<file path="src/rtl/tif_pkg.sv">
// Shared types and constants for the telnet IAC filter.
// Used by the parser, the result FIFO and the top level; depends on nothing else.
package tif_pkg;

	localparam logic [7:0] B_IAC  = 8'd255;
	localparam logic [7:0] B_DONT = 8'd254;
	localparam logic [7:0] B_DO   = 8'd253;
	localparam logic [7:0] B_WONT = 8'd252;
	localparam logic [7:0] B_WILL = 8'd251;
	localparam logic [7:0] B_SB   = 8'd250;
	localparam logic [7:0] B_SE   = 8'd240;

	localparam logic [7:0] TRACKED_OPTION_RESET = 8'd201;

	// Result FIFO depth: a power of two, at least two.
	localparam int TIF_FIFO_DEPTH = 4;

	typedef enum logic [2:0] {
		PH_TEXT    = 3'd0,
		PH_IAC     = 3'd1,
		PH_NEG     = 3'd2,
		PH_SBOPT   = 3'd3,
		PH_BODY    = 3'd4,
		PH_BODYIAC = 3'd5,
		PH_OPTIAC  = 3'd6
	} phase_t;

	typedef enum logic [1:0] {
		KIND_TEXT = 2'd0,
		KIND_PAY  = 2'd1,
		KIND_END  = 2'd2
	} kind_t;

	typedef struct packed {
		phase_t phase;
		logic   neg_enables;
		logic   body_tracked;
		logic   enabled;
	} parse_state_t;

	typedef struct packed {
		logic [7:0] data;
		kind_t      kind;
		logic       enabled;
		logic       last;
	} result_t;

	// Up to two results caused by one received byte, r0 first.
	typedef struct packed {
		logic [1:0] n;
		result_t    r0;
		result_t    r1;
	} result_pair_t;

endpackage

</file>
<file path="src/rtl/tif_parser.sv">
// Combinational telnet parse step: next parse state and results for one byte.
// Depends on tif_pkg.
module tif_parser
	import tif_pkg::*;
(
	input  parse_state_t cur,
	input  logic [7:0]   in_byte,
	input  logic [7:0]   tracked_option,
	output parse_state_t nxt,
	output result_pair_t res
);

	logic body_iac;
	logic emit_iac;
	logic emit_byte;

	always_comb begin
		nxt       = cur;
		res       = '0;
		body_iac  = (cur.phase == PH_BODYIAC);
		emit_iac  = 1'b0;
		emit_byte = 1'b0;

		case (cur.phase)
			PH_IAC: begin
				if (in_byte == B_IAC) begin
					res.n       = 2'd1;
					res.r0.data = B_IAC;
					res.r0.kind = KIND_TEXT;
					nxt.phase   = PH_TEXT;
				end else if (in_byte == B_WILL || in_byte == B_WONT ||
				             in_byte == B_DO || in_byte == B_DONT) begin
					nxt.neg_enables = (in_byte == B_DO || in_byte == B_WILL);
					nxt.phase       = PH_NEG;
				end else if (in_byte == B_SB) begin
					nxt.phase = PH_SBOPT;
				end else begin
					nxt.phase = PH_TEXT;
				end
			end
			PH_NEG: begin
				if (in_byte == tracked_option) begin
					nxt.enabled = cur.neg_enables;
				end
				nxt.phase = PH_TEXT;
			end
			PH_SBOPT: begin
				nxt.body_tracked = (in_byte == tracked_option);
				nxt.phase        = (in_byte == B_IAC) ? PH_OPTIAC : PH_BODY;
			end
			PH_BODY: begin
				if (in_byte == B_IAC) begin
					nxt.phase = PH_BODYIAC;
				end else if (cur.body_tracked) begin
					res.n       = 2'd1;
					res.r0.data = in_byte;
					res.r0.kind = KIND_PAY;
				end
			end
			PH_BODYIAC, PH_OPTIAC: begin
				if (in_byte == B_SE) begin
					if (cur.body_tracked && body_iac) begin
						res.n       = 2'd1;
						res.r0.data = 8'd0;
						res.r0.kind = KIND_END;
					end
					nxt.phase        = PH_TEXT;
					nxt.body_tracked = 1'b0;
				end else begin
					// A pending IAC that is not closed by SE is body data.
					emit_iac  = cur.body_tracked && body_iac;
					emit_byte = cur.body_tracked && (in_byte != B_IAC);
					nxt.phase = (in_byte == B_IAC) ? PH_BODYIAC : PH_BODY;
					if (emit_iac) begin
						res.r0.data = B_IAC;
						res.r0.kind = KIND_PAY;
						if (emit_byte) begin
							res.n       = 2'd2;
							res.r1.data = in_byte;
							res.r1.kind = KIND_PAY;
						end else begin
							res.n = 2'd1;
						end
					end else if (emit_byte) begin
						res.n       = 2'd1;
						res.r0.data = in_byte;
						res.r0.kind = KIND_PAY;
					end
				end
			end
			default: begin
				// Plain text, and the unused phase code as well.
				if (in_byte == B_IAC) begin
					nxt.phase = PH_IAC;
				end else begin
					nxt.phase   = PH_TEXT;
					res.n       = 2'd1;
					res.r0.data = in_byte;
					res.r0.kind = KIND_TEXT;
				end
			end
		endcase

		res.r0.enabled = nxt.enabled;
		res.r1.enabled = nxt.enabled;
		res.r0.last    = (res.n == 2'd1);
		res.r1.last    = 1'b1;
	end

endmodule

</file>
<file path="src/rtl/tif_out_fifo.sv">
// Result FIFO: takes up to two results per cycle and releases one per cycle while it is popped.
// Depends on tif_pkg.
module tif_out_fifo
	import tif_pkg::*;
#(
	parameter int DEPTH = TIF_FIFO_DEPTH
) (
	input  logic         clk,
	input  logic         arst_n,
	input  result_pair_t push,
	input  logic         pop,
	output logic         room,
	output logic         not_empty,
	output result_t      head
);

	localparam int PTR_W = $clog2(DEPTH);
	localparam int CNT_W = $clog2(DEPTH + 1);

	result_t            mem_q [DEPTH];
	logic [PTR_W-1:0]   wr_ptr_q;
	logic [PTR_W-1:0]   rd_ptr_q;
	logic [CNT_W-1:0]   count_q;

	assign not_empty = (count_q != '0);
	// Room for a full pair whatever happens on the read side.
	assign room      = (count_q <= CNT_W'(DEPTH - 2));
	assign head      = mem_q[rd_ptr_q];

	always_ff @(posedge clk) begin
		if (push.n != 2'd0) begin
			mem_q[wr_ptr_q] <= push.r0;
		end
		if (push.n == 2'd2) begin
			mem_q[wr_ptr_q + PTR_W'(1)] <= push.r1;
		end
	end

	always_ff @(posedge clk or negedge arst_n) begin
		if (!arst_n) begin
			wr_ptr_q <= '0;
			rd_ptr_q <= '0;
			count_q  <= '0;
		end else begin
			wr_ptr_q <= wr_ptr_q + PTR_W'(push.n);
			if (pop) begin
				rd_ptr_q <= rd_ptr_q + PTR_W'(1);
			end
			count_q <= count_q + CNT_W'(push.n) - CNT_W'(pop);
		end
	end

endmodule

</file>
<file path="src/rtl/telnet_iac_filter_top.sv">
// Telnet IAC filter, top level: input register, parse step, result FIFO.
// An accepted byte waits in the input register until the result FIFO has room.
// Throughput: one byte per cycle while the result FIFO has room for a pair;
// the single-result output port of the result FIFO shows one result at a time.
// Reset (arst_n, asynchronous, active low) empties the pipeline, returns the
// parser to plain text with the option disabled and sets tracked_option to 201.
module telnet_iac_filter_top
	import tif_pkg::*;
#(
	parameter int FIFO_DEPTH = TIF_FIFO_DEPTH
) (
	input  logic        clk,
	input  logic        arst_n,
	// Received byte stream.
	input  logic        s_tvalid,
	output logic        s_tready,
	input  logic [7:0]  s_tdata,   // [7:0] in_byte
	// Filtered result stream.
	output logic        m_tvalid,
	input  logic        m_tready,
	output logic [15:0] m_tdata,   // [7:0] out_byte, [8] option_enabled, [15:9] zero
	output logic [1:0]  m_tuser,   // [1:0] out_kind
	output logic        m_tlast,   // last result caused by one received byte
	// Configuration write channel for tracked_option.
	input  logic        cfg_valid,
	output logic        cfg_ready,
	input  logic [7:0]  cfg_data
);

	logic [7:0]   byte_s1;
	logic         valid_s1;
	logic [7:0]   tracked_q;
	parse_state_t state_q;
	parse_state_t state_nxt;
	result_pair_t parsed;
	result_pair_t push;
	result_t      head;
	logic         room;
	logic         consume;
	logic         pop;

	// The configuration register is always ready and not guarded by the block:
	// the user must write it only while idle, so no transaction in flight sees a change.
	assign cfg_ready = 1'b1;

	always_ff @(posedge clk or negedge arst_n) begin
		if (!arst_n) begin
			tracked_q <= TRACKED_OPTION_RESET;
		end else if (cfg_valid && cfg_ready) begin
			tracked_q <= cfg_data;
		end
	end

	// The registered byte is parsed and retired once the FIFO can take a full
	// pair of results. A new transaction is taken whenever the stage is empty
	// or drains in the same cycle.
	assign consume  = valid_s1 && room;
	assign s_tready = !valid_s1 || consume;

	always_ff @(posedge clk or negedge arst_n) begin
		if (!arst_n) begin
			valid_s1 <= 1'b0;
		end else if (s_tvalid && s_tready) begin
			valid_s1 <= 1'b1;
		end else if (consume) begin
			valid_s1 <= 1'b0;
		end
	end

	always_ff @(posedge clk) begin
		if (s_tvalid && s_tready) begin
			byte_s1 <= s_tdata;
		end
	end

	tif_parser u_parser (
		.cur            (state_q),
		.in_byte        (byte_s1),
		.tracked_option (tracked_q),
		.nxt            (state_nxt),
		.res            (parsed)
	);

	always_ff @(posedge clk or negedge arst_n) begin
		if (!arst_n) begin
			state_q <= '{phase: PH_TEXT, neg_enables: 1'b0, body_tracked: 1'b0,
			             enabled: 1'b0};
		end else if (consume) begin
			state_q <= state_nxt;
		end
	end

	// Nothing is written into the FIFO unless the byte is really retired.
	always_comb begin
		push = parsed;
		if (!consume) begin
			push.n = 2'd0;
		end
	end

	assign pop = m_tvalid && m_tready;

	tif_out_fifo #(
		.DEPTH (FIFO_DEPTH)
	) u_out_fifo (
		.clk       (clk),
		.arst_n    (arst_n),
		.push      (push),
		.pop       (pop),
		.room      (room),
		.not_empty (m_tvalid),
		.head      (head)
	);

	assign m_tdata = {7'd0, head.enabled, head.data};
	assign m_tuser = head.kind;
	assign m_tlast = head.last;

	// A retired byte with results makes them visible on the next cycle.
	a_push_shows: assert property (@(posedge clk) disable iff (!arst_n)
		(push.n != 2'd0) |=> m_tvalid)
		else $error("results pushed but output not valid");

	// A byte held back for lack of room stays in the stage unchanged.
	a_stall_holds: assert property (@(posedge clk) disable iff (!arst_n)
		(valid_s1 && !room) |=> (valid_s1 && $stable(byte_s1)))
		else $error("stalled byte lost or altered");

	// In a pair only the second result carries the last mark.
	a_pair_last: assert property (@(posedge clk) disable iff (!arst_n)
		(push.n == 2'd2) |-> (!push.r0.last && push.r1.last))
		else $error("wrong last marking in result pair");

	// Parser state moves only when a byte is retired.
	a_state_moves: assert property (@(posedge clk) disable iff (!arst_n)
		!consume |=> $stable(state_q))
		else $error("parse state changed without a byte");

endmodule
</file>
<file path="config.mk">
export PLATFORM = sky130hd
export DESIGN_NAME = telnet_iac_filter_top
export DESIGN_NICKNAME = d
export VERILOG_FILES = /design/src/rtl/tif_pkg.sv /design/src/rtl/tif_parser.sv /design/src/rtl/tif_out_fifo.sv /design/src/rtl/telnet_iac_filter_top.sv
export SDC_FILE = /design/constraint.sdc
export NUM_CORES = 1
export LEC_CHECK = 0
export ABC_AREA = 0
export BUFFER_PORTS_ARGS = -buffer_cell sky130_fd_sc_hd__buf_2
export CAP_MARGIN = 20
export CORE_ASPECT_RATIO = 0.9
export CORE_MARGIN = 8
export CORE_UTILIZATION = 50
export CTS_CLUSTER_SIZE = 20
export DETAILED_ROUTE_END_ITERATION = 8
export PLACE_DENSITY = 0.75
export SLEW_MARGIN = 0
export SYNTH_ARGS = -nofsm -noshare
export SYNTH_HDL_FRONTEND = slang
export SYNTH_SLANG_ARGS = --single-unit
</file>
<file path="constraint.sdc">
create_clock -name clk -period 2.95 [get_ports clk]
set_input_delay 0.295 -clock clk [delete_from_list [all_inputs] [get_ports clk]]
set_output_delay 0.295 -clock clk [all_outputs]
set_load 0.005 [all_outputs]
</file>
==> flow_summary.yaml, run 1 <==
status:
  outcome: "finished clean"
sta:
  fin_ws_ns: 0.170
  max_freq_ghz: 0.360
  fin_tns_setup_ns: 0
  drv_slew: 0
  max-slew-margin-rel_pct: 47.8
  timing.final.setup_violations: 0
  fin_crit_ns: 2.78
  tightest_slew_ns: 0.783
  post-route-period-util_pct: 94.2
  fin_skew_ns: 0.00643
  whs_ns: 0.101
  hold_viol_final: 0
synthesis:
  synthArstFlopShare_pct: 28.2
  synth_seq_cells: 78
  synth_edf_count: 48
  yosysTopAreaCell: "edfxtp_1"
  ys.warnings.count: 0
  synth_top_area_share_pct: 32.8
  syn-cell-area_um2: 4390
  ys_seq_area_share_pct: 49.2
  syn_inst: 378
  synth_area_leaders: "edfxtp_1 33%, dfrtp_1 10%, a22o_1 6.8%, mux4_2 6.2%, dfxtp_1 3.6%"
  synth-main-ff-cell: "edfxtp_1"
  syn_avg_cell_area_um2: 11.6
  synth_cell_types: 68
layout:
  nFillCells: 744
  nNetsFinal: 457
  antenna_cells: 0
  final_util_pct: 58.5
  fin_area_um2: 5010
  syn2layout_area_growth_pct: 14.2
  drive_gt1_share_pct: 29.9
drt:
  drt-initial-drc-count: 262
  via_count: 3255
  drc: 0
  wirelength_mm: 10.4
  firstDrtPassIters: 5
  wl_per_cell_um: 18.8
  antenna_left: 0
  via_per_inst: 5.88
floorplan:
  die-area_um2: 12000
  ioPinCount: 43
  die_y_um: 105
  fp.dieW_um: 115
  rows: 32
  core_um2: 8570
  start_util_pct: 51.2
clock_tree:
  cts_tree: "built"
  clk_pin_slew_ns: 0.09
  clkSinkCount: 78
  cts_buffers: 9
  clock_latency_ns: 0.36
  cts.path.max_buffers: 2
  cts_root_buffer: "clkbuf_8"
  h-tree-depth: 3
worst_setup_path:
  cp-start-kind: "flop"
  r2r-start: "byte_s1[2]"
  critical_path_class: "flop to flop"
  crit_arrival_ns: 2.78
  cp_slowest_cell: "or4_4"
  cp_common_cell: "buf_4"
  crit_chain: "buf_4 -> or4_4 -> o211ai_4 -> buf_4 -> nor3_4 -> o311ai_4 -> nand2_1"
  endpoint_kind: "flop"
  critPathMaxStageDelay_ns: 0.45
  path_max_fanout: 15
  worstSetupStartpoint: "byte_s1[2]"
  crit_required_ns: 2.95
grt:
  antenna_found_initial: 0
  grt_max_degree: 23
  grt-ovfl-total: 0
  grt.total_usage_pct: 17.9
  grt_pass1_vias: 3252
  grt_pass1_wl_mm: 16.9
min_path:
  min_from: "s_tdata[4]"
  worstHoldPathType: "input pin to flop"
place:
  post-place-ws_ns: 0.147
  gp_congestion: 0.883
  numPortBuffers: 34
  place_area_um2: 4770
  dp_hpwl_mm: 7.39
job:
  maxCapViolCount: 0
power:
  p_per_area_nw_per_um2: 811
  power.leakage_nw: 1.96
  peakVddDrop_uv: 310
==> sequential cells by signal, indices dropped and copies added, names as in the netlist <==
register / cells
u_out_fifo.rd_ptr_q: 2
state_q: 6
tracked_q: 8
byte_s1: 8
u_out_fifo.wr_ptr_q: 2
valid_s1: 1
u_out_fifo.mem_q: 48
u_out_fifo.count_q: 3
==> per-layer routing <==
metal  routed length [um]  vias to the layer above  track usage [%]
met3                  710                       20             4.60
met2                 4980                      147             29.1
met1                 4530                     1557             22.7
met4                  190                        0             6.09
met5                    0                        -                0
li1                     -                     1531                -
==> path summary, 6_finish.rpt <==
path                                          end  slack [ns]  depth (start not counted)
setup / recovery           u_out_fifo.mem_q[2][1]        0.17                          7
hold / removal                         byte_s1[4]        0.10                          1
setup reg to reg           u_out_fifo.mem_q[2][1]        0.17                          7
hold reg to reg                        state_q[0]        0.49                          2
max in group asynchronous              state_q[3]        2.14                          2
min in group asynchronous  u_out_fifo.wr_ptr_q[0]        0.43                          2
==> area by class of cell <==
type | count | area, um^2 | share of cell area, %
clock buffers | 9 | 124 | 2.47
clock inverters | 7 | 63.8 | 1.27
inverters | 17 | 63.8 | 1.27
multi-input cells | 256 | 2020 | 40.4
flip-flops and latches | 78 | 2160 | 43.1
well taps | 119 | 149 | 2.97
repair buffers | 68 | 428 | 8.54
==> where the power goes <==
| part | internal (W) | switching (W) | total, W |
|---|---|---|---|
| combinational | 0.000717 | 0.000908 | 0.00162 |
| clock | 0.000324 | 0.000453 | 0.000777 |
| sequential | 0.00142 | 0.000242 | 0.00166 |
==> cells by family after synthesis <==
group,synth area share [%]
AO/OA/AOI/OAI,21.2
XOR/XNOR,3.56
adder cells (fa/ha/maj),1.88
buffers and inverters,5.39
flip-flops,49.2
multiplexers,8.44
other,0.171
AND/OR/NAND/NOR,10.2
==> cells in the final DEF, fill, tap and decap left out, drive strengths merged, types with 3 or more instances in the layout <==
master   n
xor2    12
mux4    12
conb     8
clkbuf   9
and2     4
dfxtp    8
edfxtp  48
o21ai   13
xnor2    5
o311ai   3
nor2    20
ha       5
nand2b   3
inv     20
buf     67
nor4     3
o31ai    4
dfrtp   18
a22o    34
a31oi    9
nand2   25
dfstp    4
nor3    10
nand3    4
a21oi   30
o21a     8
mux2     8
==> synth_stat cells, types with 8 or more instances <==
library cell and n:
a31oi_1 9, edfxtp_1 48, a21oi_1 28, dfrtp_1 18, nor2_1 20, dfxtp_1 8, mux4_2 12, inv_1 14
mux2_2 8, clkbuf_1 16, buf_4 9, a22o_1 34, o21ai_0 11, xor2_1 11, o21a_1 8, nand2_1 25
==> through the flow <==
step,power (W),std cells
2_1_floorplan,0.00276,384
3_3_place_gp,0.00324,532
3_5_place_dp,0.00329,532
4_1_cts,0.00406,549
5_1_grt,0.00431,554
6_report,0.00406,554
==> timing repair <==
action,4_1_cts,5_1_grt
hold buffers,1,0
hold endpoints to repair,18,0
endpoints found under the setup margin,0,29
buffers inserted,0,5
gates resized for setup,0,5
==> critical path: cells and delay by family (launching register included) <==
| family | cells | cell delay, ns |
|---|---|---|
| AOI/OAI and AO/OA | 2 | 0.70 |
| buffers and inverters | 2 | 0.40 |
| DFF | 1 | 0.42 |
| and+or+nand+nor | 3 | 0.90 |
(Power assumes the default switching activity.)
==> run 2: changes to the inputs <==
--- a/config.mk
+++ b/config.mk
@@ -14,5 +14,5 @@
 export CTS_CLUSTER_SIZE = 20
 export DETAILED_ROUTE_END_ITERATION = 8
-export PLACE_DENSITY = 0.75
+export PLACE_DENSITY = 0.72
 export SLEW_MARGIN = 0
 export SYNTH_ARGS = -nofsm -noshare
==> constraint.sdc (replaced) <==
create_clock -name clk -period 2.95 [get_ports clk]
set_input_delay 0.295 -clock clk [delete_from_list [all_inputs] [get_ports clk]]
set_output_delay 0.295 -clock clk [all_outputs]
set_load 0.01 [all_outputs]
==> run 2 against run 1 <==
Effect of this change: clock power grew 0.5%; cell area shrank 0.80%; register-to-register slack is essentially flat; critical path depth grew 1; cell count shrank 0.90%; clock-buffer cell count is the same; global-route usage shrank 0.52 points; highest routed layer unchanged.
==> flow_summary.yaml, run 2 (synthesis results as in run 1) <==
status:
  outcome: "finished clean"
power:
  power.leakage_nw: 1.94
  p_per_area_nw_per_um2: 825
  peakVddDrop_uv: 533
grt:
  grt-ovfl-total: 0
  grt_pass1_vias: 3242
  antenna_found_initial: 0
  grt_max_degree: 23
  grt.total_usage_pct: 17.4
  grt_pass1_wl_mm: 16.6
clock_tree:
  h-tree-depth: 3
  clkSinkCount: 78
  cts.path.max_buffers: 2
  clock_latency_ns: 0.36
  cts_setup_buffers: 0
  cts_root_buffer: "clkbuf_8"
  cts_tree: "built"
  cts_buffers: 9
  clk_pin_slew_ns: 0.09
sta:
  fin_crit_ns: 2.78
  fin_ws_ns: 0.170
  fin_tns_setup_ns: 0
  tightest_slew_ns: 0.738
  timing.final.setup_violations: 0
  rsz0062_at_grt: "no"
  hold_viol_final: 0
  fin_skew_ns: 0.00808
  post-route-period-util_pct: 94.2
  max-slew-margin-rel_pct: 50.8
  max_freq_ghz: 0.360
  drv_slew: 0
floorplan:
  die-area_um2: 12000
  start_util_pct: 51.2
  rows: 32
  core_um2: 8570
  ioPinCount: 43
  fp.dieW_um: 115
  die_y_um: 105
layout:
  top_regs: "u_out_fifo.mem_q: 48 flops, byte_s1: 8 flops, tracked_q: 8 flops"
  syn2layout_area_growth_pct: 13.3
  antenna_cells: 0
  largest_register_ffs: 48
  final_common_cell: "edfxtp_1"
  regMostFlops: "u_out_fifo.mem_q"
  fin_area_um2: 4970
  mostFrequentLayoutCells: "48 x edfxtp_1, 34 x a22o_1, 34 x buf_2, 28 x a21oi_1, 28 x buf_4"
  nNetsFinal: 452
  drive_gt1_share_pct: 28.6
worst_setup_path:
  cp-start-kind: "flop"
  critPathBufInv: 1
  critPathMaxStageDelay_ns: 0.59
  endpoint_kind: "flop"
  critical_path_class: "flop to flop"
  crit_required_ns: 3.20
  crit_chain: "or4_4 -> o211ai_4 -> nor2_1 -> inv_1 -> ha_1 -> fa_1 -> xor2_1 -> xnor2_1"
  path_delay_family: "adder cells"
  path_max_fanout: 8
  crit_arrival_ns: 3.03
  cp_slowest_cell: "or4_4"
place:
  place_area_um2: 4770
  dp_hpwl_mm: 7.54
  gp_congestion: 0.867
  numPortBuffers: 34
  post-place-ws_ns: 0.194
drt:
  drc: 0
  wl_per_cell_um: 18.3
  via_count: 3226
  antenna_left: 0
  drt-initial-drc-count: 261
  firstDrtPassIters: 5
  via_per_inst: 5.88
  wirelength_mm: 10.1
min_path:
  worstHoldPathType: "input pin to flop"
job:
  maxCapViolCount: 0
## run 2: repair_timing
item / 4_1_cts / 5_1_grt
hold buffers: 1 / 0
endpoints found under the setup margin: 0 / 10
hold endpoints to repair: 18 / 0
gates resized for setup: 0 / 3
## run 2: metal layers
metal,up-vias,wire length [um],GRT usage (%)
met3,15,542,3.62
met4,0,165,6.37
met1,1582,4680,23.3
met5,-,0,0
li1,1523,-,-
met2,106,4680,27.2
## run 2: area by class of cell
cell class	instances	area, um^2
Tap cell	119	149
Fill cell	748	3600
Inverter	17	63.8
Sequential cell	78	2160
Multi-Input combinational cell	256	2020
Clock buffer	9	124
Clock inverter	7	63.8
Timing Repair Buffer	63	390
## run 2: worst reg2reg max path, cell delays in order (launching register included)
cell	delay, ns
edfxtp_1	0.45
or4_4	0.59
o211ai_4	0.32
nor2_1	0.11
inv_1	0.18
ha_1	0.28
fa_1	0.44
xor2_1	0.16
xnor2_1	0.13
## run 2: path summary, 6_finish.rpt
path | end | startpoint | cells after the start | slack, ns
worst max-delay path | u_out_fifo.count_q[2] | byte_s1[1] | 8 | 0.17
worst min-delay path | byte_s1[0] | s_tdata[0] | 1 | 0.10
worst max register to register | u_out_fifo.count_q[2] | byte_s1[1] | 8 | 0.17
worst min register to register | u_out_fifo.mem_q[3][3] | u_out_fifo.mem_q[3][3] | 1 | 0.49
max in group asynchronous | tracked_q[6] | arst_n | 2 | 2.15
min in group asynchronous | u_out_fifo.count_q[1] | arst_n | 2 | 0.43
## run 2: where the power goes
| group | switching, W | total [W] | internal (W) |
|---|---|---|---|
| registers | 0.000230 | 0.00164 | 0.00141 |
| clock network | 0.000457 | 0.000781 | 0.000324 |
| logic | 0.000954 | 0.00167 | 0.000717 |
## run 2: per-stage QoR
step / std cells / power, W / hold slack (ns) / util [%]
2_1_floorplan: 384 / 0.00281 / -0.000591 / -
6_report: 549 / 0.00410 / 0.101 / 58.0
5_1_grt: 549 / 0.00435 / 0.0875 / 58.0
3_5_place_dp: 532 / 0.00334 / 0.311 / 55.6
3_3_place_gp: 532 / 0.00329 / 0.289 / 55.6
4_1_cts: 549 / 0.00411 / 0.0924 / 57.9
